`src/rtl/core/tbo_pkg.sv`:
```
// Shared constants for the triangle / box overlap block.
// Holds register indexes and default widths; no dependencies.
package tbo_pkg;

   // Default coordinate width (signed fixed point, 8 fraction bits).
   localparam int COORD_WIDTH_DEF = 24;

   // Register map: one 32-bit word per register.
   localparam int NUM_REGS  = 6;
   localparam int CSR_ADDR_W = 5;
   localparam int CSR_DATA_W = 32;

   typedef enum logic [2:0] {
      REG_CENTER_X = 3'd0,
      REG_CENTER_Y = 3'd1,
      REG_CENTER_Z = 3'd2,
      REG_HALF_X   = 3'd3,
      REG_HALF_Y   = 3'd4,
      REG_HALF_Z   = 3'd5
   } reg_index_type;

endpackage

```
`src/rtl/core/tbo_csr.sv`:
```
// Configuration registers of the overlap block: box center and half sizes.
// Depends on tbo_pkg for the register map.
module tbo_csr import tbo_pkg::*; #(
   parameter int COORD_WIDTH = COORD_WIDTH_DEF
) (
   input  logic                          clock,
   input  logic                          reset,
   input  logic                          psel,
   input  logic                          penable,
   input  logic                          pwrite,
   input  logic [CSR_ADDR_W-1:0]         paddr,
   input  logic [CSR_DATA_W-1:0]         pwdata,
   output logic [CSR_DATA_W-1:0]         prdata,
   output logic                          pready,
   output logic [2:0][COORD_WIDTH-1:0]   center,
   output logic [2:0][COORD_WIDTH-2:0]   half
);

   logic [2:0][COORD_WIDTH-1:0] center_ff, center_in;
   logic [2:0][COORD_WIDTH-2:0] half_ff, half_in;
   logic                        wr_en;
   reg_index_type               idx;

   assign pready = 1'b1;
   assign wr_en  = psel && penable && pwrite;
   assign idx    = reg_index_type'(paddr[CSR_ADDR_W-1:2]);

   // Register write decode; addresses past the map are ignored.
   always_comb begin
      center_in = center_ff;
      half_in   = half_ff;
      if (wr_en) begin
         unique case (idx)
            REG_CENTER_X: center_in[0] = pwdata[COORD_WIDTH-1:0];
            REG_CENTER_Y: center_in[1] = pwdata[COORD_WIDTH-1:0];
            REG_CENTER_Z: center_in[2] = pwdata[COORD_WIDTH-1:0];
            REG_HALF_X:   half_in[0]   = pwdata[COORD_WIDTH-2:0];
            REG_HALF_Y:   half_in[1]   = pwdata[COORD_WIDTH-2:0];
            REG_HALF_Z:   half_in[2]   = pwdata[COORD_WIDTH-2:0];
            default: ;
         endcase
      end
   end

   always_ff @(posedge clock) begin
      if (reset) begin
         center_ff <= '0;
         half_ff   <= '0;
      end else begin
         center_ff <= center_in;
         half_ff   <= half_in;
      end
   end

   // Read data, zero extended.
   always_comb begin
      prdata = '0;
      unique case (idx)
         REG_CENTER_X: prdata = CSR_DATA_W'(center_ff[0]);
         REG_CENTER_Y: prdata = CSR_DATA_W'(center_ff[1]);
         REG_CENTER_Z: prdata = CSR_DATA_W'(center_ff[2]);
         REG_HALF_X:   prdata = CSR_DATA_W'(half_ff[0]);
         REG_HALF_Y:   prdata = CSR_DATA_W'(half_ff[1]);
         REG_HALF_Z:   prdata = CSR_DATA_W'(half_ff[2]);
         default:      prdata = '0;
      endcase
   end

   assign center = center_ff;
   assign half   = half_ff;

endmodule

```
`config.mk`:
```
export PLATFORM = sky130hd
export DESIGN_NAME = tbo_csr
export DESIGN_NICKNAME = d
export VERILOG_FILES = /design/src/rtl/core/tbo_pkg.sv /design/src/rtl/core/tbo_csr.sv
export SDC_FILE = /design/constraint.sdc
export NUM_CORES = 1
export LEC_CHECK = 0
export BUFFER_PORTS_ARGS = -buffer_cell sky130_fd_sc_hd__buf_4
export CORE_ASPECT_RATIO = 0.8
export CORE_MARGIN = 2
export CORE_UTILIZATION = 46
export DETAILED_ROUTE_END_ITERATION = 16
export PLACE_DENSITY_LB_ADDON = 0.1
export SYNTH_ARGS = -nofsm -noshare
export SYNTH_HDL_FRONTEND = slang
export SYNTH_SLANG_ARGS = --single-unit
export TNS_END_PERCENT = 30
```
`constraint.sdc`:
```
create_clock -name clock -period 1.4 [get_ports clock]
set_clock_uncertainty 0.2 [all_clocks]
set_input_delay 0.14 -clock clock [delete_from_list [all_inputs] [get_ports clock]]
set_output_delay 0.14 -clock clock [all_outputs]
set_load 0.005 [all_outputs]
```
Word level (Yosys, flattened, before mapping) --
Index checks and enable logic that the tools add are counted.
Storage, ports and cells: memories 0, latch bits 0, output and inout port bits 174, ROM bits 0, memory bits (writable) 0, register bits 141
Operators by class: muxes and demuxes 1, equal/unequal tests 5, div/mod/pow operators 0, add/sub/neg operators 0, bitwise gates (word level) 0, reductions and logical operators 9, $lt $le $gt $ge 0, $mul 0, shift-type cells 0
Operator list (count):
- $pmux W24 S6 | 1
- $reduce_and A2 Y1 | 6
- $eq A3 B2 Y1 const B | 2
- $eq A3 B3 Y1 const B | 2
- $eq A3 B1 Y1 const B | 1
- $logic_not A3 Y1 | 1
- $logic_and A1 B1 Y1 | 2

Depth between registers and ports, before layout --
Gate-level depths: netlist (run 1).
depth after elaboration 3, mapped depth 6, gate-level depth less buffers 3

Worst setup path after synthesis (run 1) --
OpenSTA, ideal clock, no wires.
kind input to output, start point input port paddr[3], end point output port prdata[10], stages 5, slack -0.079 ns, data arrival time 1.139 ns, cells stage by stage buf_6 -> buf_6 -> mux2_4 -> a32o_1 -> a221o_1
Between the ends: cells in the longest elaborated chain, start to end 2, elaborated cells between the ends (all ways) 7, classes of those cells eq/ne: 5; mux: 1; reduce/logical: 1
RTL lines:
- from (decl) | line tbo_csr.sv:11 | input logic [CSR_ADDR_W-1:0] paddr,
- $eq A3 B3 Y1 (tied with other cells) | line tbo_csr.sv:58 | unique case (idx)
- $pmux W24 S6 * | line tbo_csr.sv:58
- to (decl) | line tbo_csr.sv:13 | output logic [CSR_DATA_W-1:0] prdata,
Every way passes the cells marked *; elsewhere a longest branch is shown, timed or not.

Worst setup path after layout (run 1) --
start point register center_ff, in the netlist center[43], end point output port prdata[19]
Between the ends: cells in the longest elaborated chain, start to end 1
RTL lines:
- from (decl) | line tbo_csr.sv:19 | logic [2:0][COORD_WIDTH-1:0] center_ff, center_in;
- from (signal assigned) | line tbo_csr.sv:50 | center_ff <= center_in;
- $pmux W24 S6 | line tbo_csr.sv:58
No other way between the ends.

==> flow_metrics.py, run 1 <==
metrics = {
    "clocking": {
        "clkTransAtPathRegs_ps": 60,
        "cts_buffers": 17,
        "clkLatencyLatePin_ps": 420,
        "clkSinkCount": 141,
        "htree_levels": 4,
        "clockBufferDepth": 2,
        "cts_root_buffer": "clkbuf_16",
        "cts_tree": "built",
    },
    "power_and_ir_drop": {
        "peakVddDrop_uv": 894,
        "swShare": 0.214,
        "power_frac_comb": 0.086,
        "pwr-share-seq": 0.405,
        "p_int_mw": 7.88,
        "p_switching_mw": 2.15,
        "p_leak_nw": 5.18,
        "total_power_mw": 10.0,
        "powerDensity_nw_per_um2": 970,
        "pwr-share-clk": 0.508,
    },
    "setup_path": {
        "worstPathMaxFanout": 2,
        "startpoint": "center[43]$_SDFFE_PP0P_",
        "worstPathArrival_ps": 1650,
        "crit_path_end": "prdata[19]",
        "rr_worst_depth": 4,
        "required_ps": 1060,
        "reg2reg_from": "center[43]$_SDFFE_PP0P_",
        "reg2reg_slack_ps": 420,
        "end_kind": "primary output",
        "timing.rr.end": "center[43]$_SDFFE_PP0P_",
        "start_kind": "flip-flop",
        "crit_type": "flip-flop to primary output",
    },
    "sta": {
        "slew_violations": 0,
        "setup_viol": 25,
        "fin_tns_setup_ps": -8940,
        "holdWs_ps": 202,
        "min_period_over_period": 1.42,
        "hold_viol_final": 0,
        "fin_crit_ps": 1990,
        "max_freq_ghz": 0.502,
        "setup_ws_ps": -592,
        "rsz0062_at_grt": "yes",
    },
    "die": {
        "die_x_um": 140,
        "die-area_um2": 15700,
        "core_region_area_um2": 14300,
        "num_io_pins": 216,
        "die_y_um": 113,
        "start_util": 0.472,
        "num_rows": 39,
    },
    "routing": {
        "ant_nets": 0,
        "vias_per_cell": 5.31,
        "drc": 0,
        "first_pass_iters": 5,
        "vias": 6010,
        "drtIter0Drc": 396,
        "wl_per_cell_um": 19.5,
        "totalWireLength_mm": 22.0,
    },
    "logic_synthesis": {
        "netlist_instances": 644,
        "synth_compound_area_frac": 0.0672,
        "synth_edf_count": 0,
        "synth_cell_types": 30,
        "synthMuxAreaShare": 0.288,
        "syn-cell-area_um2": 6770,
        "postSynthAreaPerCell_um2": 10.5,
        "synth_xor_area_frac": 0,
        "synth-simple-area-share": 0.175,
        "async_flop_share": 0,
        "synth_top_family_by_area": "multiplexers",
        "synth_seq_cells": 141,
        "synthAdderAreaFrac": 0,
        "synth_top_flop_cell": "dfxtp_1",
        "ys.warnings.count": 0,
        "ys_seq_area_frac": 0.417,
    },
    "status": {
        "violations": "negative setup slack",
        "status": "finished with violations",
    },
    "global_route": {
        "grt_max_degree": 67,
        "grt_pass1_vias": 6175,
        "antenna_found_initial": 0,
        "grt_overflow_total": 0,
        "grtUsageTotal": 0.274,
        "grt_pass1_wl_mm": 33.6,
    },
    "placement": {
        "gp_congestion": 0.825,
        "placed_cell_area_um2": 9030,
        "portBuffers": 196,
        "place_hpwl_mm": 15.2,
        "dp_cells": 1061,
    },
    "cells_and_area": {
        "post_route_cells_drive_above_1_share": 0.489,
        "num_antenna_cells": 0,
        "finalNonFillerCells": 1131,
        "syn2layout_area_growth_pct": 52.7,
        "nets": 976,
        "final_cell_area_um2": 10300,
    },
    "run": {
        "cap_violations": 0,
    },
    "hold_path": {
        "hold_class": "primary input to flip-flop",
    },
}
[state kept, by name, indices dropped and copies added, names as in the netlist]
name	cells
half	69
center	72
[layout make-up]
cell class,instances,area [µm²]
repair buffers,324,2700
well taps,184,230
flip-flops and latches,141,2870
inverters,2,7.51
fillers,1040,4000
clock buffers,21,450
multi-input cells,448,3870
clock inverters,11,214
[cells in the final DEF, fill, tap and decap left out, types with 3 or more instances in the layout]
cell type / instances
and2_1: 5
buf_4: 279
a222oi_1: 4
buf_6: 5
a21oi_1: 4
o21ai_1: 12
clkbuf_16: 17
nand2b_2: 20
dfxtp_1: 102
a221oi_2: 4
dlygate4sd3_1: 25
mux2_2: 26
clkbuf_1: 3
dfxtp_2: 39
a32oi_1: 4
mux2_4: 17
buf_12: 15
mux2i_1: 146
a32o_1: 4
a22oi_1: 7
a221o_1: 4
a22oi_2: 14
conb_1: 9
nand2_2: 5
nand2b_1: 144
bufinv_16: 6
[what timing repair did]
| action | CTS | global route |
|---|---|---|
| hold buffers | 25 | 0 |
| resized for setup | 59 | 58 |
| hold endpoints to repair | 141 | 0 |
| buffers inserted | 3 | 10 |
| pin swaps | 10 | 5 |
| endpoints found under the setup margin | 24 | 141 |
[worst min path at each step]
stage / from / depth (start not counted) / slack [ps] / end
floorplan: pwdata[23] / 2 / 140 / center[71]$_SDFFE_PP0P_
global placement: pwdata[23] / 3 / 250 / center[47]$_SDFFE_PP0P_
detailed placement: center[41]$_SDFFE_PP0P_ / 2 / 290 / center[41]$_SDFFE_PP0P_
CTS: paddr[4] / 5 / 190 / center[13]$_SDFFE_PP0P_
global route: paddr[4] / 5 / 220 / center[13]$_SDFFE_PP0P_
finish: paddr[4] / 5 / 200 / center[13]$_SDFFE_PP0P_
[kinds of logic (layout without fill, tap and decap cells)]
group                  count (synthesis)  after routing
AOI/OAI and AO/OA                     61             61
and+or+nand+nor                      189            189
other                                  2              9
DFF                                  141            141
buffers and inverters                 62            358
muxes                                189            189
[power groups by stage]
stage | clock (mW) | combinational [mW] | sequential (mW)
after detailed placement | 0 | 0.752 | 4.15
after CTS | 5.17 | 0.827 | 4.07
final | 5.10 | 0.868 | 4.07
after global placement | 0 | 0.741 | 4.15
after floorplan | 0 | 0.389 | 4.15
after global routing | 5.34 | 0.916 | 4.07
[through the flow]
| step | util | setup WS (ps) |
|---|---|---|
| after global placement | 0.630 | -382 |
| final | 0.721 | -592 |
| after global routing | 0.721 | -617 |
| after detailed placement | 0.630 | -332 |
| after CTS | 0.704 | -578 |
| after floorplan | - | -65.3 |
[critical path: stages (launching register included)]
cell and delay (ps):
dfxtp_2 320, mux2_4 270, a32o_1 220, a221o_1 270, buf_4 140
[Yosys cell counts, types with 2 or more instances]
cell type  instances  area [µm²]
nand2b_1         165        1030
buf_6              3        33.8
a222oi_1           4        40.0
mux2_2            41         462
a22oi_1           21         158
conb_1             2        7.51
mux2_4             2        30.0
buf_2             15        75.1
inv_1              2        7.51
and3b_1            2        17.5
a32oi_1            6        52.6
a32o_1             4        40.0
buf_4             19         143
nor2_1             3        11.3
o21ai_0           13        65.1
mux2i_1          146        1460
clkbuf_1          22        82.6
nand2_2            5        31.3
dfxtp_1          141        2820
a21oi_1            5        25.0
and2_1             5        31.3
a221o_1            4        40.0
a221oi_1           4        35.0
nor2b_1            4        25.0
[metal layers]
metal | track usage | up-vias | routed length [µm]
li1 | - | 2805 | -
met1 | 0.357 | 2967 | 9900
met3 | 0.0640 | 29 | 1260
met5 | 0 | - | 0
met4 | 0.0933 | 0 | 366
met2 | 0.450 | 209 | 10500
Note: power is estimated with default switching activity, not from simulation.
==> inputs of run 2 (changes only) <==
Settings changed: CORE_MARGIN 2 to 8.
==> flow_metrics.py, run 2 (synthesized netlist as in run 1, its figures left out) <==
metrics = {
    "die": {
        "die_x_um": 152,
        "num_io_pins": 216,
        "die_y_um": 125,
        "die-area_um2": 18900,
        "num_rows": 39,
        "core_region_area_um2": 14300,
        "start_util": 0.472,
    },
    "placement": {
        "portBuffers": 196,
        "gp_congestion": 0.835,
        "place_hpwl_mm": 16.8,
        "placed_cell_area_um2": 9150,
    },
    "status": {
        "violations": "negative setup slack",
        "status": "finished with violations",
    },
    "clocking": {
        "clkLatencyLatePin_ps": 420,
        "clkTransAtPathRegs_ps": 60,
        "htree_levels": 4,
        "cts_root_buffer": "clkbuf_16",
        "clockBufferDepth": 2,
        "cts_tree": "built",
        "clkSinkCount": 141,
        "cts_buffers": 17,
    },
    "power_and_ir_drop": {
        "p_leak_nw": 5.20,
        "powerDensity_nw_per_um2": 952,
        "total_power_mw": 9.81,
        "peakVddDrop_uv": 807,
    },
    "routing": {
        "drtIter0Drc": 321,
        "vias": 6066,
        "ant_nets": 0,
        "first_pass_iters": 7,
        "totalWireLength_mm": 23.5,
        "vias_per_cell": 5.32,
        "drc": 0,
        "wl_per_cell_um": 20.6,
    },
    "setup_path": {
        "required_ps": 1060,
        "start_kind": "flip-flop",
        "crit_slowest_cell": "dfxtp_2",
        "reg2reg_slack_ps": 300,
        "max_stage_delay_ps": 330,
        "end_kind": "primary output",
        "worstPathMaxFanout": 2,
        "critPathTopFamily": "compound AO/OA/AOI/OAI gates",
        "worstPathArrival_ps": 1650,
        "crit_type": "flip-flop to primary output",
        "crit_chain": "mux2_4, a32o_1, a221o_1, buf_6",
        "critPathBufInv": 1,
    },
    "cells_and_area": {
        "nets": 985,
        "syn2layout_area_growth_pct": 52.2,
        "final_cell_area_um2": 10300,
        "largest_reg_flops": 72,
        "final_common_cell": "buf_4",
        "fin_util": 0.719,
        "final_cell_mix": "287 x buf_4, 165 x nand2b_1, 146 x mux2i_1, 103 x dfxtp_1, 38 x dfxtp_2",
        "num_antenna_cells": 0,
        "post_route_cells_drive_above_1_share": 0.474,
    },
    "global_route": {
        "antenna_found_initial": 0,
        "grt_pass1_vias": 6409,
        "grt_pass1_wl_mm": 36.2,
        "grt_overflow_total": 0,
        "grt_max_degree": 40,
        "grtUsageTotal": 0.246,
    },
    "run": {
        "cap_violations": 0,
    },
    "sta": {
        "fin_tns_setup_ps": -9200,
        "setup_viol": 25,
        "hold_viol_final": 0,
        "slew_violations": 0,
        "min_period_over_period": 1.42,
        "setup_ws_ps": -589,
        "fin_crit_ps": 1990,
        "max_freq_ghz": 0.503,
        "holdWs_ps": 88.5,
        "rsz0062_at_grt": "yes",
    },
    "hold_path": {
        "hold_class": "primary input to flip-flop",
    },
}
[run 2: changes by cell type in the layout (fill, tap and decap cells not counted), sizes merged]
cell / previous run / this run
clkinv: 3 / 4
clkbuf: 21 / 22
bufinv: 6 / 4
dlygate4sd3: 25 / 26
inv: 2 / 3
buf: 299 / 307
clkinvlp: 2 / 1
[run 2: area by class of cell]
cell class	instances	area, µm²
fillers	1046	4040
multi-input cells	448	3800
flip-flops and latches	141	2870
repair buffers	333	2770
clock buffers	22	474
well taps	184	230
clock inverters	10	160
inverters	2	7.51
[run 2: power by group]
part           switching, mW  total, mW  internal, mW
combinational          0.412      0.854         0.442
clock                   1.77       4.89          3.12
sequential            0.0245       4.07          4.04
[run 2: what timing repair did]
item / CTS / global route
setup endpoints to repair: 24 / 25
pin swaps: 9 / 3
buffers inserted: 2 / 3
endpoints found under the hold margin: 140 / 0
cloned: 0 / 0
gates resized for setup: 60 / 29
hold buffers: 26 / 0
[run 2: stage by stage]
stage	cells	worst slack, ps
floorplan	651	-65.3
CTS	1137	-595
detailed placement	1077	-315
global placement	1077	-306
finish	1140	-589
global route	1140	-627
[run 2: final timing paths]
| check | start | end | cells after the start |
|---|---|---|---|
| setup reg to reg | center[45]$_SDFFE_PP0P_ | center[45]$_SDFFE_PP0P_ | 5 |
| hold / removal | reset | half[45]$_SDFFE_PP0P_ | 4 |
| setup / recovery | half[10]$_SDFFE_PP0P_ | prdata[10] | 4 |
| hold reg to reg | center[17]$_SDFFE_PP0P_ | center[17]$_SDFFE_PP0P_ | 2 |
[run 2: per-layer routing]
layer / track usage / vias to the layer above / wire (µm)
met5: 0 / - / 0
met1: 0.309 / 2982 / 10000
li1: - / 2838 / -
met3: 0.0592 / 25 / 1740
met2: 0.407 / 221 / 11500
met4: 0.0696 / 0 / 334
[run 2: worst reg2reg max path: cells and delay by family (launching register included)]
| kind | cells | cell delay [ps] |
|---|---|---|
| buf+inv | 3 | 320 |
| flops | 1 | 320 |
| simple gates | 1 | 70 |
| mux | 1 | 60 |
